$ cat config.mk
export PLATFORM = sky130hd
export DESIGN_NAME = content_length_frame_parser
export DESIGN_NICKNAME = d
export VERILOG_FILES = /design/src/rtl/clfp_pkg.sv /design/src/rtl/content_length_frame_parser.sv
export VERILOG_INCLUDE_DIRS = /design/src /design/src/rtl
export SDC_FILE = /design/constraint.sdc
export NUM_CORES = 1
export LEC_CHECK = 0
export ABC_CLOCK_PERIOD_IN_PS = 5300
export BUFFER_PORTS_ARGS = -buffer_cell sky130_fd_sc_hd__buf_2
export CORE_ASPECT_RATIO = 0.8
export CORE_MARGIN = 2
export CORE_UTILIZATION = 35
export DETAILED_ROUTE_END_ITERATION = 10
export HOLD_SLACK_MARGIN = 0.15
export PLACE_DENSITY = 0.59
export SLEW_MARGIN = 10
export SYNTH_ARGS = -nofsm -noshare
export SYNTH_HDL_FRONTEND = slang
export SYNTH_SLANG_ARGS = --single-unit
export TNS_END_PERCENT = 50
$ cat constraint.sdc
create_clock -name clock -period 5.3 [get_ports clock]
set_input_delay 0.265 -clock clock [delete_from_list [all_inputs] [get_ports clock]]
set_output_delay 0.265 -clock clock [all_outputs]
set_load 0.01 [all_outputs]
$ cat src/rtl/content_length_frame_parser_assert.svh
// Assertion macros used by the parser RTL.
`ifndef CONTENT_LENGTH_FRAME_PARSER_ASSERT_SVH
`define CONTENT_LENGTH_FRAME_PARSER_ASSERT_SVH

`ifndef NO_ASSERTIONS

// Same-cycle implication, checked on every rising clock edge outside reset.
`define CLFP_ASSERT_NOW(label, clk, rst, ante, cons) \
   label: assert property (@(posedge clk) disable iff (rst) (ante) |-> (cons)) \
      else $error("assertion failed: %m");

// Next-cycle implication, checked on every rising clock edge outside reset.
`define CLFP_ASSERT_NEXT(label, clk, rst, ante, cons) \
   label: assert property (@(posedge clk) disable iff (rst) (ante) |=> (cons)) \
      else $error("assertion failed: %m");

`else

`define CLFP_ASSERT_NOW(label, clk, rst, ante, cons)
`define CLFP_ASSERT_NEXT(label, clk, rst, ante, cons)

`endif

`endif

$ cat src/rtl/clfp_pkg.sv
`timescale 1ns / 1ps

package clfp_pkg;

   // Result kinds.
   localparam logic [1:0] KIND_PAYLOAD = 2'd0;
   localparam logic [1:0] KIND_EMPTY   = 2'd1;
   localparam logic [1:0] KIND_ERROR   = 2'd2;
   localparam logic [1:0] KIND_END     = 2'd3;

   // Error codes.
   localparam logic [2:0] ERR_NONE      = 3'd0;
   localparam logic [2:0] ERR_EOF_HDR   = 3'd1;
   localparam logic [2:0] ERR_MALFORMED = 3'd2;
   localparam logic [2:0] ERR_OVERCAP   = 3'd3;
   localparam logic [2:0] ERR_NO_LENGTH = 3'd4;
   localparam logic [2:0] ERR_TRUNCATED = 3'd5;

   // Frame phase.
   localparam logic PH_HEADER = 1'b0;
   localparam logic PH_BODY   = 1'b1;

   // Header line parsing modes.
   localparam logic [2:0] LM_PREFIX = 3'd0;
   localparam logic [2:0] LM_SPACES = 3'd1;
   localparam logic [2:0] LM_DIGITS = 3'd2;
   localparam logic [2:0] LM_OTHER  = 3'd3;
   localparam logic [2:0] LM_FAILED = 3'd4;

   // Error recorded against the current line.
   localparam logic [1:0] LE_NONE      = 2'd0;
   localparam logic [1:0] LE_MALFORMED = 2'd1;
   localparam logic [1:0] LE_OVERCAP   = 2'd2;

   // Characters of interest.
   localparam logic [7:0] CHAR_CR    = 8'h0D;
   localparam logic [7:0] CHAR_LF    = 8'h0A;
   localparam logic [7:0] CHAR_SPACE = 8'h20;
   localparam logic [7:0] CHAR_ZERO  = 8'h30;
   localparam logic [7:0] CHAR_NINE  = 8'h39;

   // Length of the "Content-Length:" key.
   localparam logic [3:0] KEY_LEN = 4'd15;

   typedef logic [7:0] byte_type;

   // Character of the key at a given position.
   function automatic byte_type key_char(input logic [3:0] pos);
      byte_type c;
      case (pos)
         4'd0: c = "C";
         4'd1: c = "o";
         4'd2: c = "n";
         4'd3: c = "t";
         4'd4: c = "e";
         4'd5: c = "n";
         4'd6: c = "t";
         4'd7: c = "-";
         4'd8: c = "L";
         4'd9: c = "e";
         4'd10: c = "n";
         4'd11: c = "g";
         4'd12: c = "t";
         4'd13: c = "h";
         4'd14: c = ":";
         default: c = 8'h00;
      endcase
      return c;
   endfunction

endpackage

$ cat src/rtl/content_length_frame_parser.sv
`timescale 1ns / 1ps
// A result is registered: each accepted byte waits in the input register, and its result
// enters the output register when the item advances. One item per cycle while rsp_stall is
// low; a byte then follows the previous one with no gap.
// The per-byte path is one key-character compare plus one multiply-by-ten add and cap compare.
// Reset is synchronous and active high: both pipeline slots empty, parser at a fresh header
// block, and the length cap back to 16777216 (truncated to LENGTH_BITS).
`include "content_length_frame_parser_assert.svh"

module content_length_frame_parser #(
   parameter int LENGTH_BITS = 25
) (
   input  logic                   clock,
   input  logic                   reset,
   // Configuration write channel: the length cap.
   input  logic                   csr_valid,
   output logic                   csr_ready,
   input  logic [LENGTH_BITS-1:0] csr_max_frame_length,
   // Input byte stream.
   input  logic                   req_valid,
   output logic                   req_stall,
   input  logic [7:0]             req_byte_value,
   input  logic                   req_end_of_input,
   // Results.
   output logic                   rsp_valid,
   input  logic                   rsp_stall,
   output logic [1:0]             rsp_result_kind,
   output logic [7:0]             rsp_out_byte,
   output logic                   rsp_last_of_frame,
   output logic [2:0]             rsp_error_code,
   output logic [LENGTH_BITS-1:0] rsp_frame_length
);

   // Room for one more decimal digit on top of any value that is still within the cap.
   localparam int AccW = LENGTH_BITS + 4;
   localparam logic [LENGTH_BITS-1:0] CapReset = LENGTH_BITS'(64'd16777216);
   localparam logic [LENGTH_BITS-1:0] LenOne   = LENGTH_BITS'(1);

   // The cap register. Writes must be issued only while the parser is idle; the block itself
   // does not enforce this. It is always ready.
   logic [LENGTH_BITS-1:0] cap_ff;
   assign csr_ready = 1'b1;

   always_ff @(posedge clock) begin
      if (reset) begin
         cap_ff <= CapReset;
      end else if (csr_valid && csr_ready) begin
         cap_ff <= csr_max_frame_length;
      end
   end

   // Input register: holds one accepted item until it is folded into the parser state.
   logic       in_valid_ff, in_valid_in;
   logic [7:0] in_byte_ff;
   logic       in_eoi_ff;
   logic       adv;

   // Output register: holds one result until the consumer takes it.
   logic                   rsp_valid_ff, rsp_valid_in;
   logic [1:0]             kind_ff;
   logic [7:0]             obyte_ff;
   logic                   last_ff;
   logic [2:0]             code_ff;
   logic [LENGTH_BITS-1:0] flen_ff;

   // An item is processed when the result slot is free or is being emptied this cycle.
   // Items that produce no result take the same path so ordering stays trivial.
   assign adv       = in_valid_ff && (!rsp_valid_ff || !rsp_stall);
   assign req_stall = in_valid_ff && !adv;

   always_comb begin
      if (req_valid && !req_stall) begin
         in_valid_in = 1'b1;
      end else if (adv) begin
         in_valid_in = 1'b0;
      end else begin
         in_valid_in = in_valid_ff;
      end
   end

   always_ff @(posedge clock) begin
      if (reset) begin
         in_valid_ff <= 1'b0;
      end else begin
         in_valid_ff <= in_valid_in;
      end
   end

   always_ff @(posedge clock) begin
      if (req_valid && !req_stall) begin
         in_byte_ff <= req_byte_value;
         in_eoi_ff  <= req_end_of_input;
      end
   end

   // Parser state.
   logic                   phase_ff, phase_in;
   logic [2:0]             mode_ff, mode_in;
   logic [3:0]             pos_ff, pos_in;
   logic                   pcr_ff, pcr_in;
   logic                   has_bytes_ff, has_bytes_in;
   logic                   header_seen_ff, header_seen_in;
   logic                   known_ff, known_in;
   logic [1:0]             lerr_ff, lerr_in;
   logic [LENGTH_BITS-1:0] acc_ff, acc_in;
   logic [LENGTH_BITS-1:0] rem_ff, rem_in;

   // Result of the current item, valid when r_v is set.
   logic                   r_v;
   logic [1:0]             r_kind;
   logic                   r_last;
   logic [2:0]             r_code;
   logic [LENGTH_BITS-1:0] r_flen;

   // Working values for the header path.
   logic                   apply_cr;
   logic [2:0]             mode1;
   logic [1:0]             lerr1;
   logic                   has1;
   logic                   seen1;
   logic                   is_digit;
   logic [3:0]             digit_val;
   logic [LENGTH_BITS-1:0] acc_base;
   logic [AccW-1:0]        acc_next;
   logic                   over_cap;
   logic [2:0]             fin_code;
   logic [2:0]             end_code;

   always_comb begin
      is_digit  = in_byte_ff inside {[clfp_pkg::CHAR_ZERO:clfp_pkg::CHAR_NINE]};
      digit_val = 4'(in_byte_ff - clfp_pkg::CHAR_ZERO);
      // The first digit after the key starts from zero; later digits scale the value so far.
      acc_base  = (mode_ff == clfp_pkg::LM_SPACES) ? '0 : acc_ff;
      acc_next  = (AccW'(acc_base) << 3) + (AccW'(acc_base) << 1) + AccW'(digit_val);
      over_cap  = acc_next > AccW'(cap_ff);
   end

   always_comb begin
      phase_in       = phase_ff;
      mode_in        = mode_ff;
      pos_in         = pos_ff;
      pcr_in         = pcr_ff;
      has_bytes_in   = has_bytes_ff;
      header_seen_in = header_seen_ff;
      known_in       = known_ff;
      lerr_in        = lerr_ff;
      acc_in         = acc_ff;
      rem_in         = rem_ff;
      r_v            = 1'b0;
      r_kind         = clfp_pkg::KIND_PAYLOAD;
      r_last         = 1'b0;
      r_code         = clfp_pkg::ERR_NONE;
      r_flen         = '0;

      // A carriage return that turns out not to precede a line feed is an ordinary line
      // byte. It never matches the key, a space or a digit, so its only effect is to end
      // prefix matching or to spoil a length value.
      apply_cr = pcr_ff && (in_eoi_ff || in_byte_ff != clfp_pkg::CHAR_LF);
      mode1    = mode_ff;
      lerr1    = lerr_ff;
      has1     = has_bytes_ff;
      seen1    = header_seen_ff;
      if (apply_cr) begin
         has1  = 1'b1;
         seen1 = 1'b1;
         case (mode_ff)
            clfp_pkg::LM_PREFIX: begin
               mode1 = clfp_pkg::LM_OTHER;
            end
            clfp_pkg::LM_SPACES, clfp_pkg::LM_DIGITS: begin
               mode1 = clfp_pkg::LM_FAILED;
               lerr1 = clfp_pkg::LE_MALFORMED;
            end
            default: begin
            end
         endcase
      end

      // Closing a line that is still in the spaces mode means the key had no digits.
      if (mode1 == clfp_pkg::LM_SPACES || lerr1 == clfp_pkg::LE_MALFORMED) begin
         fin_code = clfp_pkg::ERR_MALFORMED;
      end else if (lerr1 == clfp_pkg::LE_OVERCAP) begin
         fin_code = clfp_pkg::ERR_OVERCAP;
      end else begin
         fin_code = clfp_pkg::ERR_NONE;
      end
      end_code = (fin_code != clfp_pkg::ERR_NONE) ? fin_code : clfp_pkg::ERR_EOF_HDR;

      if (adv) begin
         if (phase_ff == clfp_pkg::PH_BODY) begin
            r_v    = 1'b1;
            r_flen = acc_ff;
            if (in_eoi_ff) begin
               r_kind = clfp_pkg::KIND_ERROR;
               r_code = clfp_pkg::ERR_TRUNCATED;
            end else begin
               if (rem_ff <= LenOne) begin
                  r_last = 1'b1;
               end else begin
                  rem_in = rem_ff - LenOne;
               end
            end
         end else if (in_eoi_ff) begin
            r_v = 1'b1;
            if (has1) begin
               r_kind = clfp_pkg::KIND_ERROR;
               r_code = end_code;
            end else if (seen1) begin
               r_kind = clfp_pkg::KIND_ERROR;
               r_code = clfp_pkg::ERR_EOF_HDR;
            end else begin
               r_kind = clfp_pkg::KIND_END;
            end
         end else if (pcr_ff && in_byte_ff == clfp_pkg::CHAR_LF
                      || in_byte_ff == clfp_pkg::CHAR_LF) begin
            // End of line. No pending carriage return was folded in, so the registered
            // line state is the state of the line being closed.
            pcr_in = 1'b0;
            if (has_bytes_ff) begin
               if (fin_code != clfp_pkg::ERR_NONE) begin
                  r_v    = 1'b1;
                  r_kind = clfp_pkg::KIND_ERROR;
                  r_code = fin_code;
               end else begin
                  if (mode_ff == clfp_pkg::LM_DIGITS) begin
                     known_in = 1'b1;
                     rem_in   = acc_ff;
                  end
                  mode_in      = clfp_pkg::LM_PREFIX;
                  pos_in       = '0;
                  has_bytes_in = 1'b0;
                  lerr_in      = clfp_pkg::LE_NONE;
               end
            end else if (!known_ff) begin
               r_v    = 1'b1;
               r_kind = clfp_pkg::KIND_ERROR;
               r_code = clfp_pkg::ERR_NO_LENGTH;
            end else if (rem_ff == '0) begin
               r_v    = 1'b1;
               r_kind = clfp_pkg::KIND_EMPTY;
               r_last = 1'b1;
            end else begin
               // Blank line with a known length: the body starts. The accumulator now
               // carries the declared length for the frame_length field.
               mode_in  = clfp_pkg::LM_PREFIX;
               pos_in   = '0;
               lerr_in  = clfp_pkg::LE_NONE;
               acc_in   = rem_ff;
               phase_in = clfp_pkg::PH_BODY;
            end
         end else begin
            // Ordinary header byte, applied after any pending carriage return.
            mode_in        = mode1;
            lerr_in        = lerr1;
            has_bytes_in   = has1;
            header_seen_in = seen1;
            if (in_byte_ff == clfp_pkg::CHAR_CR) begin
               pcr_in = 1'b1;
            end else begin
               pcr_in         = 1'b0;
               has_bytes_in   = 1'b1;
               header_seen_in = 1'b1;
               case (mode1)
                  clfp_pkg::LM_PREFIX: begin
                     if (pos_ff < clfp_pkg::KEY_LEN
                         && in_byte_ff == clfp_pkg::key_char(pos_ff)) begin
                        pos_in = pos_ff + 4'd1;
                        if (pos_ff + 4'd1 == clfp_pkg::KEY_LEN) begin
                           mode_in = clfp_pkg::LM_SPACES;
                        end
                     end else begin
                        mode_in = clfp_pkg::LM_OTHER;
                     end
                  end
                  clfp_pkg::LM_SPACES, clfp_pkg::LM_DIGITS: begin
                     if (mode1 == clfp_pkg::LM_SPACES && in_byte_ff == clfp_pkg::CHAR_SPACE) begin
                        mode_in = mode1;
                     end else if (is_digit) begin
                        // A value above the cap is never scaled again, so the truncated
                        // copy kept here is only ever read when it is within the cap.
                        acc_in = acc_next[LENGTH_BITS-1:0];
                        if (over_cap) begin
                           mode_in = clfp_pkg::LM_FAILED;
                           lerr_in = clfp_pkg::LE_OVERCAP;
                        end else begin
                           mode_in = clfp_pkg::LM_DIGITS;
                        end
                     end else begin
                        mode_in = clfp_pkg::LM_FAILED;
                        lerr_in = clfp_pkg::LE_MALFORMED;
                     end
                  end
                  default: begin
                  end
               endcase
            end
         end

         // Any result other than a body byte that is not the last one ends the frame.
         if (r_v && !(r_kind == clfp_pkg::KIND_PAYLOAD && !r_last)) begin
            phase_in       = clfp_pkg::PH_HEADER;
            mode_in        = clfp_pkg::LM_PREFIX;
            pos_in         = '0;
            pcr_in         = 1'b0;
            has_bytes_in   = 1'b0;
            header_seen_in = 1'b0;
            known_in       = 1'b0;
            lerr_in        = clfp_pkg::LE_NONE;
            acc_in         = '0;
            rem_in         = '0;
         end
      end
   end

   always_ff @(posedge clock) begin
      if (reset) begin
         phase_ff       <= clfp_pkg::PH_HEADER;
         mode_ff        <= clfp_pkg::LM_PREFIX;
         pos_ff         <= '0;
         pcr_ff         <= 1'b0;
         has_bytes_ff   <= 1'b0;
         header_seen_ff <= 1'b0;
         known_ff       <= 1'b0;
         lerr_ff        <= clfp_pkg::LE_NONE;
         acc_ff         <= '0;
         rem_ff         <= '0;
      end else begin
         phase_ff       <= phase_in;
         mode_ff        <= mode_in;
         pos_ff         <= pos_in;
         pcr_ff         <= pcr_in;
         has_bytes_ff   <= has_bytes_in;
         header_seen_ff <= header_seen_in;
         known_ff       <= known_in;
         lerr_ff        <= lerr_in;
         acc_ff         <= acc_in;
         rem_ff         <= rem_in;
      end
   end

   // Result register.
   always_comb begin
      if (adv) begin
         rsp_valid_in = r_v;
      end else begin
         rsp_valid_in = rsp_valid_ff && rsp_stall;
      end
   end

   always_ff @(posedge clock) begin
      if (reset) begin
         rsp_valid_ff <= 1'b0;
      end else begin
         rsp_valid_ff <= rsp_valid_in;
      end
   end

   always_ff @(posedge clock) begin
      if (adv && r_v) begin
         kind_ff  <= r_kind;
         obyte_ff <= (r_kind == clfp_pkg::KIND_PAYLOAD) ? in_byte_ff : 8'h00;
         last_ff  <= r_last;
         code_ff  <= r_code;
         flen_ff  <= r_flen;
      end
   end

   assign rsp_valid         = rsp_valid_ff;
   assign rsp_result_kind   = kind_ff;
   assign rsp_out_byte      = obyte_ff;
   assign rsp_last_of_frame = last_ff;
   assign rsp_error_code    = code_ff;
   assign rsp_frame_length  = flen_ff;

   // Terms used by the checks below.
   logic line_failed;
   logic kind_is_error;
   logic code_is_set;
   logic err_taken;
   logic frame_fresh;

   assign line_failed   = mode_ff == clfp_pkg::LM_FAILED;
   assign kind_is_error = kind_ff == clfp_pkg::KIND_ERROR;
   assign code_is_set   = code_ff != clfp_pkg::ERR_NONE;
   assign err_taken     = adv && r_v && r_kind == clfp_pkg::KIND_ERROR;
   assign frame_fresh   = phase_ff == clfp_pkg::PH_HEADER && !header_seen_ff && !known_ff;

   // While in the body at least one byte is still due.
   `CLFP_ASSERT_NOW(a_body_has_bytes, clock, reset, phase_ff == clfp_pkg::PH_BODY, rem_ff != '0)
   // A recorded line error always parks the line in the failed mode.
   `CLFP_ASSERT_NOW(a_err_parks_line, clock, reset, lerr_ff != clfp_pkg::LE_NONE, line_failed)
   // Error results carry a code, other results carry none.
   `CLFP_ASSERT_NOW(a_code_matches_kind, clock, reset, rsp_valid_ff, kind_is_error == code_is_set)
   // The key match position never runs past the key.
   `CLFP_ASSERT_NOW(a_pos_in_key, clock, reset, 1'b1, pos_ff <= clfp_pkg::KEY_LEN)
   // An error restarts the parser at a fresh header block.
   `CLFP_ASSERT_NEXT(a_err_restarts, clock, reset, err_taken, frame_fresh)

endmodule

==> results of run 1 <==
## area by class of cell
type / count / area [sq um] / share of cell area [%]
multi-input cells: 877 / 5920 / 51.7
clock inverters: 9 / 70.1 / 0.612
repair buffers: 138 / 928 / 8.11
clock buffers: 23 / 489 / 4.27
inverters: 48 / 180 / 1.57
flip-flops and latches: 146 / 3400 / 29.7
well taps: 364 / 455 / 3.98
## cell usage after synthesis, drive strengths merged (9+ instances only)
library cell,count
nor2,127
dfxtp,98
nand2,94
a21oi,84
ha,80
o21ai,62
edfxtp,48
inv,48
mux2i,41
nor3,41
and2,38
clkbuf,37
and3,33
xnor2,28
buf,20
a21o,19
nand3,18
a22oi,14
nand2b,12
nor4,11
o211ai,11
a2111oi,10
a211o,10
a211oi,10
a31oi,10
nand4,10
nor2b,9
xor2,9
## cells in the final DEF (no fill, tap or decap), drive strengths merged, types with 6 or more instances in the layout
master,synthesis,routed
nor2,127,127
buf,20,102
dfxtp,98,98
nand2,94,94
a21oi,84,84
ha,80,80
o21ai,62,62
inv,48,51
edfxtp,48,48
nor3,41,41
mux2i,41,41
and2,38,38
dlygate4sd3,0,36
and3,33,33
xnor2,28,28
clkbuf,37,23
a21o,19,19
nand3,18,18
a22oi,14,14
nand2b,12,12
o211ai,11,11
nor4,11,11
a31oi,10,10
nand4,10,10
a211o,10,10
a2111oi,10,10
a211oi,10,10
xor2,9,9
nor2b,9,9
or3,8,8
or4,8,8
o31ai,8,8
o21a,6,6
## through the flow
step	setup WS, ps	util, %	cell area, sq um
CTS	136	41.7	11400
floorplan	280	-	9660
global route	-10.1	42.0	11400
global placement	227	38.4	10400
finish	325	42.0	11400
detailed placement	146	38.4	10400
## cell families (layout without fill, tap and decap cells)
logic type	count (synthesis)	after routing	share of synthesized area, %
buffers and inverters	105	218	4.29
other	1	1	0.0388
muxes	44	44	4.60
adders and majority gates	83	83	10.8
AOI/OAI and AO/OA	288	288	19.9
DFF	146	146	35.2
xor gates and xnor gates	37	37	3.36
and+or+nand+nor	424	424	21.8
## per-layer routing
metal	routed length, um	vias up	part of all wire (%)	GRT usage, %
met5	0	-	0	0
met4	311	0	1.1	4.10
met1	15000	4001	53	32.3
met3	2130	23	7.6	4.38
met2	10700	322	38	25.1
li1	-	4324	-	-
## registers in the layout, summed over array words and instances (netlist names), 3 cells and up, named ones only
register          cells
acc_ff               25
cap_ff               25
rem_ff               25
rsp_frame_length     25
in_byte_ff            8
rsp_out_byte          8
pos_ff                4
mode_ff               3
rsp_error_code        3
## final timing paths
path	slack (ps)	to	cells after the start
max	330	lerr_ff[1]	25
min	230	cap_ff[1]	2
max reg2reg	330	lerr_ff[1]	25
min reg2reg	490	cap_ff[24]	2
## power by group
part / switching [W] / internal [W] / total (W)
registers: 0.0000229 / 0.00118 / 0.00121
logic: 0.000172 / 0.000113 / 0.000286
clock network: 0.000495 / 0.000656 / 0.00115
total: 0.000690 / 0.00195 / 0.00264
## what timing repair did
| action | in CTS | in global routing |
|---|---|---|
| buffers inserted | 0 | 2 |
| setup endpoints to repair | 0 | 4 |
| hold buffers | 36 | 0 |
| resized for setup | 0 | 15 |
| hold endpoints to repair | 36 | 0 |
==> results.sh, run 1 <==
export IMPL_status="completed"
export IMPL_htree_levels=4
export IMPL_finalHoldViolCount=0
export IMPL_core_sq_mm=0.0272
export IMPL_fin_crit_ps=4970
export IMPL_setup_viol=0
export IMPL_avgSynthCellArea_sq_um=8.56
export IMPL_synthCells=1128
export IMPL_pin_count=81
export IMPL_worstHoldPathType="primary input to register"
export IMPL_tightest_slew_ps=1120
export IMPL_p_leak_nw=4.91
export IMPL_vias=8670
export IMPL_whs_ps=229
export IMPL_yosysTopAreaCell="dfxtp_1"
export IMPL_min_from="reset"
export IMPL_routabilityCongestion=0.947
export IMPL_critPathSlowestCell="or3_1"
export IMPL_crit_required_ps=5590
export IMPL_synth_edff_count=48
export IMPL_ir_worst_vdd_uv=194
export IMPL_dp_hpwl_mm=20.8
export IMPL_drc=0
export IMPL_antenna_found_initial=0
export IMPL_post_synth_top_area_fraction_pct=20.3
export IMPL_clkLatencyLatePin_ps=430
export IMPL_numClockSinks=146
export IMPL_drt_iter0_markers=716
export IMPL_wl_per_cell_um=17.5
export IMPL_start_util_pct=35.5
export IMPL_grt_first_pass_wirelength_mm=44.7
export IMPL_p_per_area_mw_per_mm2=231
export IMPL_synth_seq_cells=146
export IMPL_cts_max_path_buffers=2
export IMPL_crit_path_max_fanout=17
export IMPL_grt_overflow=0
export IMPL_grt_max_degree=55
export IMPL_finalNetCount=1348
export IMPL_slew_viol_final=0
export IMPL_synth_cell_types=85
export IMPL_grt_usage_pct=19.6
export IMPL_syn_to_final_growth_pct=18.6
export IMPL_routed_wl_mm=28.2
export IMPL_relSlewSlack_pct=25.0
export IMPL_ys_flop_type="dfxtp_1"
export IMPL_clk_pin_slew_worst_paths_ps=60
export IMPL_die_area_sq_mm=0.0289
export IMPL_endpoint_kind="register"
export IMPL_antennaDiodeCount=0
export IMPL_io_buffer_count=79
export IMPL_netlist_area_sq_mm=0.00966
export IMPL_via_per_inst=5.40
export IMPL_drv_cap=0
export IMPL_p_total_w=0.00264
export IMPL_async_reset_ff_share_pct=0
export IMPL_grt_pass1_vias=7836
export IMPL_critPathLaunch="mode_ff[1]"
export IMPL_dp_cells=1535
export IMPL_reg2reg_from="mode_ff[1]"
export IMPL_crit_type="register to register"
export IMPL_nFillCells=2748
export IMPL_fin_crit_sh_pct=93.9
export IMPL_clock_root_buffer="clkbuf_16"
export IMPL_die_x_um=190
export IMPL_tns_ps=0
export IMPL_synth_fp_nets=1248
export IMPL_slowest_delay_ps=380
export IMPL_yosysWarnings=0
export IMPL_ys_seq_area_share_pct=35.2
export IMPL_clock_fmax_mhz=201
export IMPL_cp_arrival_ps=5270
export IMPL_yosys_top_cells_area="dfxtp_1 20%, edfxtp_1 15%, ha_1 10%"
export IMPL_drive_gt1_share_pct=13.9
export IMPL_start_kind="register"
export IMPL_cts_tree="done"
export IMPL_numCtsBuffers=17
export IMPL_die_h_um=153
export IMPL_drt_pass1_iterations=6
export IMPL_critPathBufInv=1
export IMPL_num_rows=54
export IMPL_postRouteAntennaNets=0
export IMPL_fin_cells=1605
export IMPL_fin_skew_ps=9.83
export IMPL_cp_top_family="simple AND/OR/NAND/NOR gates"
(Power assumes the default switching activity.)
==> inputs of run 2 (changes only) <==
MAX_ROUTING_LAYER = met4   (was not set)
PLACE_DENSITY = not set   (was 0.59)
PLACE_DENSITY_LB_ADDON = 0.2   (was not set)
==> run 2 against run 1 <==
Effect of this change:
- sequential share of layout area is 0.072 points higher
- clock skew is 4.1 ps higher
- total power is 0.80% higher
- first-iteration DRC count is 6.8% lower
- critical path type unchanged
- sequential power hardly changed
==> results.sh, run 2 (synthesized netlist as in run 1, its figures left out) <==
export IMPL_cp_arrival_ps=5330
export IMPL_crit_type="register to register"
export IMPL_core_sq_mm=0.0272
export IMPL_drive_gt1_share_pct=13.8
export IMPL_top_layer="met4"
export IMPL_worstHoldPathType="primary input to register"
export IMPL_fin_skew_ps=13.9
export IMPL_drt_iter0_markers=667
export IMPL_grt_pass1_vias=8002
export IMPL_cp_common_cell="ha_1"
export IMPL_final_cell_mix="123 x nor2_1, 97 x dfxtp_1, 94 x nand2_1"
export IMPL_status="completed"
export IMPL_cts_max_path_buffers=2
export IMPL_grt_overflow=0
export IMPL_die_x_um=190
export IMPL_numCtsBuffers=17
export IMPL_rsz0062_at_grt="no"
export IMPL_wl_met2_mm=11.0
export IMPL_drv_cap=0
export IMPL_io_buffer_count=79
export IMPL_crit_chain="nand2b_1, or2_4, and2_1, ha_1, ha_1, fa_1, a211oi_2, o211ai_1, and4_1, o211ai_1, nor2b_1, xnor2_1, ha_1, nand4_1, nor3_2, o221ai_1, a31oi_1, nor2_1, and4_1, o41ai_1"
export IMPL_drt_met1_wl_mm=15.7
export IMPL_tightest_slew_ps=1140
export IMPL_clock_fmax_mhz=200
export IMPL_post_cts_buffers=0
export IMPL_drt_pass1_iterations=5
export IMPL_tns_ps=0
export IMPL_clkLatencyLatePin_ps=430
export IMPL_num_rows=54
export IMPL_vias=8524
export IMPL_finalNetCount=1345
export IMPL_p_per_area_mw_per_mm2=233
export IMPL_grt_max_degree=55
export IMPL_p_leak_nw=4.89
export IMPL_antenna_found_initial=0
export IMPL_crit_path_max_fanout=12
export IMPL_start_util_pct=35.5
export IMPL_clk_pin_slew_worst_paths_ps=70
export IMPL_endpoint_kind="register"
export IMPL_routed_wl_mm=28.8
export IMPL_ir_worst_vdd_uv=221
export IMPL_clock_root_buffer="clkbuf_16"
export IMPL_dp_hpwl_mm=21.4
export IMPL_syn_to_final_growth_pct=18.3
export IMPL_slowest_delay_ps=440
export IMPL_htree_levels=4
export IMPL_numClockSinks=146
export IMPL_critPathSlowestCell="fa_1"
export IMPL_start_kind="register"
export IMPL_crit_required_ps=5620
export IMPL_cts_tree="done"
export IMPL_routabilityCongestion=0.919
export IMPL_via_per_inst=5.32
export IMPL_wl_per_cell_um=18.0
export IMPL_fin_crit_sh_pct=94.4
export IMPL_wl_met3_mm=1.79
export IMPL_final_common_cell="nor2_1"
export IMPL_utilization_pct=41.9
export IMPL_drc=0
export IMPL_slew_viol_final=0
export IMPL_postRouteAntennaNets=0
export IMPL_die_h_um=153
export IMPL_fin_crit_ps=5010
export IMPL_grt_first_pass_wirelength_mm=45.6
export IMPL_relSlewSlack_pct=23.8
export IMPL_pin_count=81
export IMPL_setup_viol=0
export IMPL_die_area_sq_mm=0.0289
export IMPL_antennaDiodeCount=0
export IMPL_grt_usage_pct=20.7
export IMPL_finalHoldViolCount=0
==> run 2: changes by cell type in the layout (fill, tap and decap cells not counted), moves of 2 or more <==
cell and change:
clkbuf_1 -2, inv_8 +3, clkinvlp_4 -4, clkinv_2 +2, clkbuf_8 -2, clkinv_4 +4
ha_1 -2, buf_4 -3
==> run 2: final timing paths <==
| kind | start | depth (start not counted) | endpoint | slack (ps) |
|---|---|---|---|---|
| setup / recovery | mode_ff[1] | 20 | lerr_ff[1] | 290 |
| hold / removal | reset | 2 | cap_ff[2] | 260 |
| setup reg to reg | mode_ff[1] | 20 | lerr_ff[1] | 290 |
| hold reg to reg | cap_ff[4] | 2 | cap_ff[4] | 500 |
==> run 2: report_power, final <==
part           internal, W  switching (W)
Combinational     0.000113       0.000175
Sequential         0.00118      0.0000226
Clock             0.000616       0.000554
==> run 2: area by class of cell <==
type	instances	area [sq um]
fillers	2747	15800
multi-input cells	877	5920
flip-flops and latches	146	3400
repair buffers	135	906
well taps	364	455
clock buffers	18	429
inverters	48	180
clock inverters	14	126
==> run 2: layer usage <==
layer | vias to the layer above | GRT usage [%]
li1 | 4311 | -
met1 | 3942 | 32.5
met2 | 253 | 26.8
met3 | 18 | 3.92
met4 | 0 | 4.39
met5 | - | -
==> run 2: what timing repair did <==
item,in CTS,in global routing
gates resized for setup,0,15
hold endpoints to repair,36,0
endpoints found under the setup margin,0,4
hold buffers,36,0
==> run 2: critical path: cells and delay by family (launching register included) <==
family | cells | cell delay [ps]
flops | 1 | 310
compound gates | 6 | 1320
fa+ha+maj | 4 | 1260
simple gates | 9 | 1860
xor+xnor | 1 | 150
==> run 2: per-stage QoR <==
stage | setup slack [ps] | hold WS, ps | std cells | total power [W] | instance area (sq um)
2_1_floorplan | 280 | 364 | 1128 | 0.00140 | 9660
3_3_place_gp | 246 | 443 | 1534 | 0.00149 | 10400
3_5_place_dp | 167 | 444 | 1534 | 0.00149 | 10400
4_1_cts | 145 | 265 | 1602 | 0.00267 | 11400
5_1_grt | 2.06 | 289 | 1602 | 0.00276 | 11400
6_report | 294 | 255 | 1602 | 0.00266 | 11400
==> inputs of run 3 (changes only) <==
CORE_ASPECT_RATIO = not set   (was 0.8)
==> run 3 against run 2 <==
Effect of this change:
- sequential share of layout area increased by 0.12 points
- combinational power decreased by 2%
- critical path type unchanged
- clock-buffer cell count decreased by 1
- non-clock buffer count increased by 1
- utilization increased by 0.14 points
==> results.sh, run 3 (synthesized netlist as in run 1, its figures left out) <==
export IMPL_status="completed"
export IMPL_cp_arrival_ps=5250
export IMPL_multi_input_area_sq_mm=0.00590
export IMPL_routed_wl_mm=27.7
export IMPL_cts_max_path_buffers=2
export IMPL_final_cell_mix="124 x nor2_1, 97 x dfxtp_1, 94 x nand2_1"
export IMPL_via_per_inst=5.43
export IMPL_drc=0
export IMPL_finalNetCount=1347
export IMPL_numCtsBuffers=17
export IMPL_routabilityCongestion=0.927
export IMPL_slew_viol_final=0
export IMPL_endpoint_kind="register"
export IMPL_clkLatencyLatePin_ps=440
export IMPL_syn_to_final_growth_pct=17.8
export IMPL_p_leak_nw=4.88
export IMPL_die_area_sq_mm=0.0289
export IMPL_grt_overflow=0
export IMPL_grt_pass1_vias=7944
export IMPL_die_x_um=170
export IMPL_worstHoldPathType="primary input to register"
export IMPL_ir_worst_vdd_uv=142
export IMPL_clk_pin_slew_worst_paths_ps=70
export IMPL_htree_levels=4
export IMPL_vias=8589
export IMPL_dp_cells=1512
export IMPL_drive_gt1_share_pct=13.8
export IMPL_antenna_found_initial=0
export IMPL_crit_path_max_fanout=8
export IMPL_crit_type="register to register"
export IMPL_p_per_area_mw_per_mm2=233
export IMPL_regArea_sq_mm=0.00340
export IMPL_clock_root_buffer="clkbuf_16"
export IMPL_die_h_um=170
export IMPL_utilization_pct=42.1
export IMPL_wl_per_cell_um=17.5
export IMPL_cts_tree="done"
export IMPL_fin_cells=1581
export IMPL_fin_skew_ps=14.2
export IMPL_fin_crit_ps=4960
export IMPL_drt_pass1_iterations=5
export IMPL_relSlewSlack_pct=25.2
export IMPL_crit_required_ps=5590
export IMPL_post_cts_buffers=0
export IMPL_antennaDiodeCount=0
export IMPL_setup_viol=0
export IMPL_nFillCells=2726
export IMPL_clock_fmax_mhz=201
export IMPL_final_common_cell="nor2_1"
export IMPL_num_rows=60
export IMPL_drv_cap=0
export IMPL_grt_usage_pct=19.9
export IMPL_dp_hpwl_mm=20.3
export IMPL_finalHoldViolCount=0
export IMPL_grt_max_degree=73
export IMPL_tns_ps=0
export IMPL_grt_first_pass_wirelength_mm=43.9
export IMPL_numClockSinks=146
export IMPL_fin_crit_sh_pct=93.6
export IMPL_start_kind="register"
export IMPL_io_buffer_count=79
export IMPL_core_sq_mm=0.0270
export IMPL_p_total_w=0.00265
export IMPL_pin_count=81
export IMPL_postRouteAntennaNets=0
export IMPL_tightest_slew_ps=1120
export IMPL_start_util_pct=35.7
export IMPL_drt_iter0_markers=662
-- run 3: metal layers --
| metal | global-route usage (%) | up-vias | wire (um) |
|---|---|---|---|
| met3 | 2.16 | 26 | 1370 |
| li1 | - | 4331 | - |
| met4 | 5.72 | 0 | 465 |
| met1 | 30.2 | 3993 | 14600 |
| met2 | 27.4 | 239 | 11300 |
| met5 | - | - | 0 |
-- run 3: where the power goes --
group / switching [W] / internal (W)
clock network: 0.000552 / 0.000612
logic: 0.000170 / 0.000113
registers: 0.0000233 / 0.00118
-- run 3: layout make-up --
class                   count  area share, %
multi-input cells         878           51.8
flip-flops and latches    146           29.9
repair buffers            136           8.03
well taps                 341           3.75
clock buffers              17           3.74
inverters                  48           1.58
clock inverters            15           1.11
-- run 3: final timing paths --
kind | slack, ps | cells after the start | start | end
worst max-delay path | 340 | 24 | mode_ff[1] | lerr_ff[1]
worst min register to register | 490 | 2 | acc_ff[20] | acc_ff[20]
worst max register to register | 340 | 24 | mode_ff[1] | lerr_ff[1]
worst min-delay path | 440 | 3 | reset | cap_ff[24]
-- run 3: through the flow --
stage	hold slack, ps	worst slack [ps]	area (sq um)
2_1_floorplan	364	280	9660
3_3_place_gp	442	228	10400
3_5_place_dp	444	117	10400
4_1_cts	432	106	11300
5_1_grt	480	-3.90	11400
6_report	440	337	11400
-- run 3: what timing repair did --
| item | in CTS | in global routing |
|---|---|---|
| hold buffers | 36 | 0 |
| gates resized for setup | 0 | 14 |
| hold endpoints to repair | 36 | 0 |
| endpoints found under the setup margin | 0 | 4 |
-- run 3: worst max-delay path, cell delays in order (launching register included) --
cell,delay [ps]
dfxtp_1,310
nand2b_2,200
or2_4,290
and2_1,190
ha_1,280
ha_1,240
a211oi_1,270
nor2_1,120
o211ai_1,280
nor2_1,110
o21a_1,220
o21ba_2,230
or3_1,370
a21oi_2,180
xnor2_1,100
ha_1,180
a21oi_1,150
nor2b_1,60
o21ai_1,120
nand2b_1,100
nor3_1,180
a31oi_1,110
nor2_1,190
and4_1,250
o41ai_1,80
